===== src/hdl/spt_pkg.sv =====
// ----------------------------------------------------------------------------
// spt_pkg
// Shared types and constants for the station pair tracker: table geometry,
// request and status codes, the screening result and the stored pair layout.
// ----------------------------------------------------------------------------
package spt_pkg;

	localparam int TABLE_DEPTH = 128;
	localparam int IDX_W       = $clog2(TABLE_DEPTH);
	localparam int CNT_W       = $clog2(TABLE_DEPTH + 1);
	localparam int MAC_W       = 48;
	localparam int GROUP_BIT   = 40;

	localparam logic [11:0] MIN_FRAME_LEN = 12'd24;
	localparam logic [1:0]  KIND_MGMT     = 2'd0;
	localparam logic [1:0]  KIND_DATA     = 2'd1;
	localparam logic [1:0]  DIR_TO_DS     = 2'b01;
	localparam logic [1:0]  DIR_FROM_DS   = 2'b10;

	typedef enum logic [1:0] {
		OP_OBSERVE = 2'd0,
		OP_CLEAR   = 2'd1,
		OP_READ    = 2'd2,
		OP_SPARE   = 2'd3
	} opcode_t;

	typedef enum logic [3:0] {
		ST_ADDED   = 4'd0,
		ST_DUP     = 4'd1,
		ST_FULL    = 4'd2,
		ST_KIND    = 4'd3,
		ST_SHORT   = 4'd4,
		ST_DIR     = 4'd5,
		ST_GROUP   = 4'd6,
		ST_CLEARED = 4'd7,
		ST_READ    = 4'd8,
		ST_BADIDX  = 4'd9
	} status_t;

	typedef enum logic [1:0] {
		ACT_DONE = 2'd0,
		ACT_SCAN = 2'd1,
		ACT_READ = 2'd2
	} action_t;

	typedef struct packed {
		status_t            status;
		action_t            action;
		logic [MAC_W-1:0]   bssid;
		logic [MAC_W-1:0]   station;
	} screen_t;

	typedef struct packed {
		logic [MAC_W-1:0]   bssid;
		logic [MAC_W-1:0]   station;
		logic signed [7:0]  signal;
	} pair_t;

endpackage


===== src/hdl/spt_screen.sv =====
// ----------------------------------------------------------------------------
// spt_screen
// Header checks for one request beat: frame kind, table full, length,
// direction and group bit, pair selection, the read index bound, and the action that follows.
// ----------------------------------------------------------------------------
module spt_screen import spt_pkg::*; (
	input  logic [1:0]       opcode,
	input  logic [1:0]       frame_kind,
	input  logic [11:0]      frame_length,
	input  logic [7:0]       frame_flags,
	input  logic [MAC_W-1:0] addr_one,
	input  logic [MAC_W-1:0] addr_two,
	input  logic [6:0]       read_index,
	input  logic [CNT_W-1:0] count,
	output screen_t          scr
);

	logic full;
	logic idx_ok;

	assign full   = count >= CNT_W'(TABLE_DEPTH);
	assign idx_ok = 32'(read_index) < 32'(count);

	always_comb begin
		scr.status  = ST_KIND;
		scr.action  = ACT_DONE;
		scr.bssid   = addr_one;
		scr.station = addr_two;
		case (opcode_t'(opcode))
			OP_OBSERVE: begin
				if (frame_kind != KIND_MGMT && frame_kind != KIND_DATA) begin
					scr.status = ST_KIND;
				end else if (full) begin
					scr.status = ST_FULL;
				end else if (frame_length < MIN_FRAME_LEN) begin
					scr.status = ST_SHORT;
				end else if (frame_flags[1:0] == DIR_TO_DS || frame_flags[1:0] == DIR_FROM_DS) begin
					if (frame_flags[1:0] == DIR_FROM_DS) begin
						scr.bssid   = addr_two;
						scr.station = addr_one;
					end
					if (scr.station[GROUP_BIT]) begin
						scr.status = ST_GROUP;
					end else begin
						scr.status = ST_ADDED;
						scr.action = ACT_SCAN;
					end
				end else begin
					scr.status = ST_DIR;
				end
			end
			OP_CLEAR: begin
				scr.status = ST_CLEARED;
			end
			OP_READ: begin
				if (idx_ok) begin
					scr.status = ST_READ;
					scr.action = ACT_READ;
				end else begin
					scr.status = ST_BADIDX;
				end
			end
			default: begin
				scr.status = ST_KIND;
			end
		endcase
	end

endmodule


===== config.mk =====
export PLATFORM = sky130hd
export DESIGN_NAME = spt_screen
export DESIGN_NICKNAME = d
export VERILOG_FILES = /design/src/hdl/spt_pkg.sv /design/src/hdl/spt_screen.sv
export SDC_FILE = /design/constraint.sdc
export NUM_CORES = 1
export LEC_CHECK = 0
export BUFFER_PORTS_ARGS = -buffer_cell sky130_fd_sc_hd__buf_2
export CAP_MARGIN = 40
export CORE_AREA = 2 2 91 93
export DETAILED_ROUTE_END_ITERATION = 16
export DIE_AREA = 0 0 93 95
export PLACE_DENSITY = 0.58
export REMOVE_ABC_BUFFERS = 1
export SYNTH_ARGS = -nofsm -noshare
export SYNTH_HDL_FRONTEND = slang
export SYNTH_SLANG_ARGS = --single-unit

===== constraint.sdc =====
create_clock -name vclk -period 3.8
set_clock_uncertainty 0.05 [all_clocks]
set_input_delay 0.57 -clock vclk [all_inputs]
set_output_delay 0.57 -clock vclk [all_outputs]
set_load 0.01 [all_outputs]

==> summary.md, run 1 <==
### Logic synthesis
• **post-synthesis instance area** 1630 µm²
• **cell type contributing the most total cell area after synthesis** sky130_fd_sc_hd__mux2_2
• **fraction of synthesized cell area taken by the top area cell type** 39.3%
• **Gate Count Post-Synth** 150
• **Seq/Total Area, Yosys** 0%
• **cell with the most instances after synthesis** sky130_fd_sc_hd__mux2_2
• **Synthesis Warnings** 0
• **synth unique cells** 25
• **Avg Inst Size Synth** 10.9 µm²
• **synth cell count leaders** sky130_fd_sc_hd__mux2_2 (57), sky130_fd_sc_hd__mux2_4 (40), sky130_fd_sc_hd__inv_1 (8), sky130_fd_sc_hd__ha_1 (7), sky130_fd_sc_hd__buf_6 (6)
• **leading post-synthesis cells by cell area** sky130_fd_sc_hd__mux2_2 (39%), sky130_fd_sc_hd__mux2_4 (37%), sky130_fd_sc_hd__ha_1 (5.4%), sky130_fd_sc_hd__buf_6 (4.1%), sky130_fd_sc_hd__inv_1 (1.8%)

### Detailed routing
• **highest routed layer** met4
• **drt drc** 0
• **number of DRC markers after the initial detailed-route iteration** 16
• **wirelength, routed** 5.55 mm
• **drt wl/cell** 11.7 µm
• **Routed met2 length** 2.96 mm
• **number of nets with antenna violations after detailed routing** 0
• **number of iterations in the first detailed-routing pass** 3
• **wire length on met1** 1.90 mm
• **via density per instance** 4.33
• **DR WL met3** 662 µm
• **total via count in the routed design** 2049

### Hold path
• **Hold Path Depth** 3
• **path category of the worst min-delay check** input port to primary output
• **hold path startpoint** opcode[1]
• **worst hold endpoint** scr[100]

### Timing
• **final hold vios** 0
• **ratio of final minimum period to clock period** 77.3%
• **number of endpoints failing setup at the final stage** 0
• **worst-case headroom to the max-slew limit** 69.7%
• **minimum period implied by the final worst setup slack** 2.94 ns
• **RSZ-0062 raised after global routing** no
• **number of max-slew violations in the final report** 0
• **fmax** 340 MHz
• **setup_tns** 0 ns
• **Least-Margin Pin Slew** 0.449 ns

### Worst setup path
• **family with the most delay on the worst path** simple AND/OR/NAND/NOR gates
• **Critical Path Sink Type** primary output
• **library cell appearing most often on the critical path** sky130_fd_sc_hd__buf_2
• **Critical Path Max Stage Delay** 0.47 ns
• **required time at the endpoint of the critical path** 3.18 ns
• **maximum fanout encountered on the critical timing path** 39
• **number of buffer and inverter stages on the critical path** 3
• **sort of element at the start of the critical path** input port
• **worst-path cell chain** buf_2 > nor4_1 > and3_4 > buf_12 > mux2_2 > buf_2
• **data arrival time of the critical path** 2.32 ns
• **cell with the biggest individual delay on the critical path** sky130_fd_sc_hd__and3_4
• **Setup Crit Path Kind** input port to primary output

### Cells and area
• **number of flip-flops and latches** 0
• **area of the multi-input gates** 1520 µm²
• **clock buf count** 0
• **fillcell total** 853
• **layout cell share with drive strength beyond 1** 89.4%
• **Syn-to-layout area delta** 74.7%
• **total area of sequential cells** 0 µm²
• **fin area** 2850 µm²
• **number of antenna repair diodes** 0
• **net total in the final layout** 512

### Die
• **effective utilization at floorplan** 20.6%
• **floorplan core area** 7930 µm²
• **IO Pins** 237
• **row cnt** 33
• **Die Span Y** 95 µm
• **die span in x** 93 µm
• **Die Area** 8840 µm²

### Power and ir drop
• **reported leakage power** 0.00153 µW
• **Max VDD drop** 38.4 µV
• **PwrDens** 95.5 nW/µm²
• **overall power** 273 µW

### Global routing
• **wire length of the first global-routing pass** 7.59 mm
• **Tot GR Track Use** 10.2%
• **maximum number of pins on one net before global-route repair** 40
• **initial antenna violation count** 0
• **Congestion Overflow GR** 0
• **vias in the first global route** 1769

### Placement
• **global placer's final weighted congestion** 0.801
• **post-place instance area** 2850 µm²
• **Final HPWL DP** 5.04 mm
• **count of buffers inserted at the top-level ports** 227

### Clock network
• **PostCTS Resize Cnt** 0
• **Post-CTS Setup Inserts** 0
• **CTS hold repair buffers** 0

### Run
• **reported max-cap violation count** 0

### Outcome
• **run status** finished clean

layer usage:
metal / vias up / track usage [%]
met5: - / 0
met4: 0 / 0.613
met3: 4 / 2.39
met2: 125 / 21.9
met1: 913 / 10.0
li1: 1007 / -
kinds of logic after synthesis:
family	after synthesis	share of synthesized area (%)
simple gates	20	8.12
buf+inv	19	7.50
fa+ha+maj	7	5.36
mux	97	76.0
compound gates	7	2.99
cell type report:
class | instances | area share (%)
inverters | 8 | 1.05
multi-input cells | 131 | 53.1
well taps | 105 | 4.60
repair buffers | 229 | 41.2
power by group:
part | switching, µW | internal [µW] | total [µW]
Sequential | 0 | 0 | 0
Combinational | 116 | 156 | 273
Clock | 0 | 0 | 0
Total | 116 | 156 | 273
cells in the final DEF (no fill, tap or decap), drive strengths merged, types with 4 or more instances in the layout:
cell,n
buf,229
mux2,97
inv,8
ha,7
nor3,4
through the flow:
step	setup WS, ns	util (%)	hold slack (ns)	cells
floorplan	-1.09	-	1.14	139
global placement	0.810	36.0	1.38	473
detailed placement	0.828	36.0	1.38	473
CTS	0.826	36.0	1.38	473
global route	0.727	36.0	1.42	473
finish	0.862	36.0	1.38	473
worst max path at each step:
stage | start | end | slack, ns | cells past startpoint
3_3_place_gp | count[7] | scr[44] | 0.81 | 6
6_report | frame_kind[1] | scr[44] | 0.86 | 6
3_5_place_dp | count[7] | scr[3] | 0.83 | 6
5_1_grt | count[7] | scr[44] | 0.73 | 6
2_1_floorplan | frame_kind[1] | scr[0] | -1.09 | 3
4_1_cts | frame_kind[1] | scr[3] | 0.83 | 6
Note: power is estimated with default switching activity, not from simulation.
==> run 2: changes to the inputs <==
Clock period 3.8 ns to 2.88 ns, I/O delays scaled along.
==> run 2 against run 1 <==
Highest routed layer unchanged. Sequential share of layout area unchanged. First-iteration DRC count is 31% lower. Critical endpoint is now scr[42]. Cell area unchanged. Power is 32% higher. Largest cell class unchanged. Routed wire length did not move. Flip-flop and latch count unchanged. Final cell count is the same. Combinational power increased by 32%. Utilization stayed put. Non-clock buffer count stayed put.
==> summary.md, run 2 (synthesized netlist as in run 1, its figures left out) <==
### Cells and area
• **clock buf count** 0, unchanged
• **most common cell after layout, fill and taps aside** sky130_fd_sc_hd__buf_2, unchanged
• **total area of sequential cells** 0 µm², unchanged
• **Syn-to-layout area delta** 74.7%, unchanged
• **net total in the final layout** 512, unchanged
• **commonest non-fill, non-tap cells in the layout** sky130_fd_sc_hd__buf_2 (227), sky130_fd_sc_hd__mux2_2 (57), sky130_fd_sc_hd__mux2_4 (40), sky130_fd_sc_hd__inv_1 (8), sky130_fd_sc_hd__ha_1 (7), unchanged
• **layout cell share with drive strength beyond 1** 89.4%, unchanged
• **number of flip-flops and latches** 0, unchanged
• **fin area** 2850 µm², unchanged
• **fillcell total** 856, was 853
• **number of antenna repair diodes** 0, unchanged

### Power and ir drop
• **Internal Power** 206 µW, was 156 µW
• **Max VDD drop** 47.2 µV, was 38.4 µV
• **switching power share of the total** 42.8%, was 42.7%
• **Comb power frac** 100.0%, about the same
• **PwrDens** 126 nW/µm², was 95.5 nW/µm²
• **net load switching power** 154 µW, was 116 µW
• **part of the power in the clock network** 0%, about the same
• **sequential power share** 0%, about the same
• **reported leakage power** 0.00153 µW, unchanged

### Die
• **IO Pins** 237, unchanged
• **Die Span Y** 95 µm, unchanged
• **Die Area** 8840 µm², unchanged
• **floorplan core area** 7930 µm², unchanged
• **row cnt** 33, unchanged
• **effective utilization at floorplan** 20.6%, unchanged
• **die span in x** 93 µm, unchanged

### Detailed routing
• **highest routed layer** met4, unchanged
• **total via count in the routed design** 2063, was 2049
• **drt wl/cell** 11.7 µm, unchanged
• **number of iterations in the first detailed-routing pass** 4, was 3
• **wirelength, routed** 5.55 mm, unchanged
• **Routed met2 length** 3.03 mm, was 2.96 mm
• **drt drc** 0, unchanged
• **number of DRC markers after the initial detailed-route iteration** 11, was 16
• **number of nets with antenna violations after detailed routing** 0, unchanged
• **via density per instance** 4.36, was 4.33
• **wire length on met1** 1.91 mm, was 1.90 mm
• **DR WL met3** 605 µm, was 662 µm

### Worst setup path
• **data arrival time of the critical path** 2.03 ns, was 2.32 ns
• **sort of element at the start of the critical path** input port, unchanged
• **Setup Crit Path Kind** input port to primary output, unchanged
• **required time at the endpoint of the critical path** 2.40 ns, was 3.18 ns
• **Critical Path Sink Type** primary output, unchanged
• **maximum fanout encountered on the critical timing path** 54, was 39

### Timing
• **final hold vios** 0, unchanged
• **number of max-slew violations in the final report** 0, unchanged
• **minimum period implied by the final worst setup slack** 2.51 ns
• **setup_tns** 0 ns, unchanged
• **ratio of final minimum period to clock period** 87.1%
• **fmax** 398 MHz
• **worst-case hold slack** 1.11 ns, was 1.38 ns
• **worst-case headroom to the max-slew limit** 71.3%, was 69.7%
• **number of endpoints failing setup at the final stage** 0, unchanged
• **RSZ-0062 raised after global routing** no, unchanged
• **final worst setup slack** 0.371 ns, was 0.862 ns
• **Least-Margin Pin Slew** 0.425 ns, was 0.449 ns

### Placement
• **Final HPWL DP** 5.07 mm, was 5.04 mm
• **global placer's final weighted congestion** 0.768, was 0.801
• **pre-CTS setup slack** 0.360 ns, was 0.828 ns
• **count of buffers inserted at the top-level ports** 227, unchanged
• **post-place instance area** 2850 µm², unchanged

### Hold path
• **path category of the worst min-delay check** input port to primary output, unchanged

### Global routing
• **vias in the first global route** 1763, was 1769
• **Tot GR Track Use** 10.1%, was 10.2%
• **wire length of the first global-routing pass** 7.60 mm, was 7.59 mm
• **Congestion Overflow GR** 0, unchanged
• **maximum number of pins on one net before global-route repair** 55, was 40
• **initial antenna violation count** 0, unchanged

### Outcome
• **run status** finished clean, unchanged

### Clock network
• **Post-CTS Setup Inserts** 0, unchanged
• **PostCTS Resize Cnt** 0, unchanged
• **CTS hold repair buffers** 0, unchanged

### Run
• **reported max-cap violation count** 0, unchanged

==> run 2: cell counts in the layout (fill, tap and decap cells not counted) <==
Identical to the previous run, type by type.
==> run 2: path summary, 6_finish.rpt <==
kind  depth (start not counted)  endpoint  slack, ns          start
max                           6   scr[42]       0.37  frame_kind[1]
min                           3  scr[100]       1.11      opcode[1]
==> run 2: power groups by stage <==
stage	sequential, µW	clock [µW]	combinational, µW
detailed placement	0	0	364
finish	0	0	361
CTS	0	0	366
floorplan	0	0	176
global placement	0	0	357
global route	0	0	392
==> run 2: stage by stage <==
stage | power (µW) | std cells | utilization, %
floorplan | 176 | 139 | -
global placement | 357 | 473 | 36.0
detailed placement | 364 | 473 | 36.0
CTS | 366 | 473 | 36.0
global route | 392 | 473 | 36.0
finish | 361 | 473 | 36.0
==> run 2: worst max-delay path: stages <==
cell	delay (ns)
sky130_fd_sc_hd__buf_2	0.11
sky130_fd_sc_hd__nor4_1	0.36
sky130_fd_sc_hd__and3_4	0.28
sky130_fd_sc_hd__buf_12	0.30
sky130_fd_sc_hd__mux2_2	0.38
sky130_fd_sc_hd__buf_2	0.14
==> run 2: routing by layer <==
layer	up-vias	global-route usage [%]
met5	-	0
met4	0	0.490
met3	2	1.52
met2	123	22.1
met1	925	10.3
li1	1013	-
==> run 2: area by class of cell <==
class / count / area, µm² / area share (%)
Inverter: 8 / 30.0 / 1.05
Multi-Input combinational cell: 131 / 1520 / 53.1
Tap cell: 105 / 131 / 4.60
Timing Repair Buffer: 229 / 1180 / 41.2
==> run 3: changes to the inputs <==
Settings changed: ABC_AREA from default to 1, CAP_MARGIN 40 to 20, CORE_AREA 2 2 91 93 to 2 2 92 94, DIE_AREA 0 0 93 95 to 0 0 94 96, PLACE_DENSITY 0.58 to 0.65.
==> run 3 against run 2 <==
Final cell count rose by 48%. Critical path type unchanged. Synthesized area is 39% higher. Largest cell class unchanged. Highest routed layer is now met3. First-iteration DRC count is 130% higher. Routed wire length is 22% higher. Critical path depth rose by 5.
==> summary.md, run 3 <==
### Cells and area
• **most common cell after layout, fill and taps aside** sky130_fd_sc_hd__buf_2, unchanged
• **number of antenna repair diodes** 0, unchanged
• **utilization after layout** 43.8%, was 36.0%
• **layout cell share with drive strength beyond 1** 71.2%, was 89.4%
• **clock buf count** 0, unchanged
• **total area of sequential cells** 0 µm², unchanged
• **number of flip-flops and latches** 0, unchanged
• **Syn-to-layout area delta** 55.9%, was 74.7%
• **commonest non-fill, non-tap cells in the layout** sky130_fd_sc_hd__buf_2 (227), sky130_fd_sc_hd__inv_1 (107), sky130_fd_sc_hd__nand2_2 (87), sky130_fd_sc_hd__o21ai_2 (85), sky130_fd_sc_hd__nand2_1 (27), was sky130_fd_sc_hd__buf_2 (227), sky130_fd_sc_hd__mux2_2 (57), sky130_fd_sc_hd__mux2_4 (40), sky130_fd_sc_hd__inv_1 (8), sky130_fd_sc_hd__ha_1 (7)
• **net total in the final layout** 737, was 512

### Die
• **effective utilization at floorplan** 28.1%, was 20.6%
• **floorplan core area** 8050 µm², was 7930 µm²
• **Die Span Y** 96 µm, was 95 µm
• **Die Area** 9020 µm², was 8840 µm²
• **row cnt** 33, unchanged
• **IO Pins** 237, unchanged
• **die span in x** 94 µm, was 93 µm

### Logic synthesis
• **synth unique cells** 21, was 25
• **fraction of synthesized cell area taken by the top area cell type** 32.9%, was 39.3%
• **post-synthesis instance area** 2260 µm², was 1630 µm²
• **synth cell count leaders** sky130_fd_sc_hd__inv_1 (107), sky130_fd_sc_hd__nand2_2 (87), sky130_fd_sc_hd__o21ai_2 (85), sky130_fd_sc_hd__nand2_1 (27), was sky130_fd_sc_hd__mux2_2 (57), sky130_fd_sc_hd__mux2_4 (40), sky130_fd_sc_hd__inv_1 (8), sky130_fd_sc_hd__ha_1 (7), sky130_fd_sc_hd__buf_6 (6)
• **cell with the most instances after synthesis** sky130_fd_sc_hd__inv_1, was sky130_fd_sc_hd__mux2_2
• **cell type contributing the most total cell area after synthesis** sky130_fd_sc_hd__o21ai_2, was sky130_fd_sc_hd__mux2_2
• **Avg Inst Size Synth** 6.12 µm², was 10.9 µm²
• **leading post-synthesis cells by cell area** sky130_fd_sc_hd__o21ai_2 (33%), sky130_fd_sc_hd__nand2_2 (24%), sky130_fd_sc_hd__inv_1 (18%), sky130_fd_sc_hd__buf_6 (5.0%), sky130_fd_sc_hd__nand2_1 (4.5%), was sky130_fd_sc_hd__mux2_2 (39%), sky130_fd_sc_hd__mux2_4 (37%), sky130_fd_sc_hd__ha_1 (5.4%), sky130_fd_sc_hd__buf_6 (4.1%), sky130_fd_sc_hd__inv_1 (1.8%)
• **Synthesis Warnings** 0, unchanged
• **Seq/Total Area, Yosys** 0%, unchanged
• **Gate Count Post-Synth** 370, was 150

### Worst setup path
• **required time at the endpoint of the critical path** 2.40 ns, about the same
• **Setup Crit Path Kind** input port to primary output, unchanged
• **family with the most delay on the worst path** buffers and inverters, was simple AND/OR/NAND/NOR gates
• **cell with the biggest individual delay on the critical path** sky130_fd_sc_hd__buf_12, was sky130_fd_sc_hd__mux2_2
• **number of buffer and inverter stages on the critical path** 6, was 3
• **sort of element at the start of the critical path** input port, unchanged
• **Critical Path Sink Type** primary output, unchanged
• **maximum fanout encountered on the critical timing path** 24, was 54
• **worst-path cell chain** buf_2 > inv_2 > nand2_2 > nor2_4 > nand2_2 > inv_2 > nand3_4 > buf_12 > buf_12 > o21ai_2 > buf_2, was buf_2 > nor4_1 > and3_4 > buf_12 > mux2_2 > buf_2
• **data arrival time of the critical path** 1.87 ns, was 2.03 ns
• **Critical Path Max Stage Delay** 0.27 ns, was 0.38 ns

### Detailed routing
• **drt wl/cell** 9.74 µm, was 11.7 µm
• **via density per instance** 4.15, was 4.36
• **number of iterations in the first detailed-routing pass** 4, unchanged
• **number of DRC markers after the initial detailed-route iteration** 25, was 11
• **drt drc** 0, unchanged
• **wirelength, routed** 6.80 mm, was 5.55 mm
• **number of nets with antenna violations after detailed routing** 0, unchanged
• **total via count in the routed design** 2894, was 2063

### Power and ir drop
• **Max VDD drop** 59.3 µV, was 47.2 µV
• **switching power share of the total** 53.3%, was 42.8%
• **reported leakage power** 0.00232 µW, was 0.00153 µW
• **net load switching power** 239 µW, was 154 µW
• **overall power** 448 µW, was 361 µW
• **part of the power in the clock network** 0%, about the same
• **Comb power frac** 100.0%, about the same
• **Internal Power** 209 µW, was 206 µW
• **sequential power share** 0%, about the same
• **PwrDens** 127 nW/µm², was 126 nW/µm²

### Global routing
• **maximum number of pins on one net before global-route repair** 58, was 55
• **Congestion Overflow GR** 0, unchanged
• **vias in the first global route** 2424, was 1763
• **wire length of the first global-routing pass** 9.87 mm, was 7.60 mm
• **Tot GR Track Use** 12.6%, was 10.1%
• **initial antenna violation count** 0, unchanged

### Run
• **reported max-cap violation count** 0, unchanged

### Placement
• **global placer's final weighted congestion** 0.710, was 0.768
• **count of buffers inserted at the top-level ports** 227, unchanged
• **pre-CTS setup slack** 0.523 ns, was 0.360 ns
• **Final HPWL DP** 6.20 mm, was 5.07 mm

### Timing
• **final hold vios** 0, unchanged
• **setup_tns** 0 ns, unchanged
• **fmax** 425 MHz, was 398 MHz
• **number of max-slew violations in the final report** 0, unchanged
• **Least-Margin Pin Slew** 0.346 ns, was 0.425 ns
• **final worst setup slack** 0.527 ns, was 0.371 ns
• **ratio of final minimum period to clock period** 81.7%, was 87.1%
• **minimum period implied by the final worst setup slack** 2.35 ns, was 2.51 ns
• **RSZ-0062 raised after global routing** no, unchanged
• **worst-case hold slack** 1.11 ns, about the same
• **number of endpoints failing setup at the final stage** 0, unchanged
• **worst-case headroom to the max-slew limit** 77.0%, was 71.3%

### Clock network
• **Post-CTS Setup Inserts** 0, unchanged
• **PostCTS Resize Cnt** 0, unchanged
• **CTS hold repair buffers** 0, unchanged

### Hold path
• **path category of the worst min-delay check** input port to primary output, unchanged

### Outcome
• **run status** finished clean, unchanged

[run 3: cell types whose count changed after synthesis, sizes merged, moves of 2 or more]
cell    change
a21oi       +3
nor2        +7
nand2b      -2
nand3       +2
inv       +102
nor3        -2
nor4        -2
buf         +9
mux2       -97
nand2     +113
o21ai      +96
and3        -2
[run 3: layout make-up]
type	instances	area (µm²)
fillers	833	4520
inverters	111	417
multi-input cells	239	1670
well taps	105	131
repair buffers	243	1310
[run 3: kinds of logic after synthesis]
logic type      share of synthesized area (%)
buf+inv                                  26.0
fa+ha+maj                                3.87
simple gates                             33.4
compound gates                           36.6
[run 3: layer usage]
metal,track usage (%),part of all wire [%]
met3,1.10,8.1
met5,0,0
met4,0,0
met1,14.4,38
met2,26.7,54
[run 3: path summary, 6_finish.rpt]
| check | from | to | slack (ns) | cells after the start |
|---|---|---|---|---|
| setup / recovery | opcode[0] | scr[59] | 0.53 | 11 |
| hold / removal | addr_one[13] | scr[61] | 1.11 | 4 |
[run 3: power by group through the flow]
stage               Combinational (µW)  Clock [µW]  Sequential, µW
detailed placement                 453           0               0
floorplan                          238           0               0
CTS                                455           0               0
finish                             448           0               0
global placement                   440           0               0
global route                       500           0               0
[run 3: per-stage QoR]
step                cell area [µm²]  instances
floorplan                      2090        350
global placement               3530        698
detailed placement             3530        698
CTS                            3530        698
global route                   3530        698
finish                         3530        698
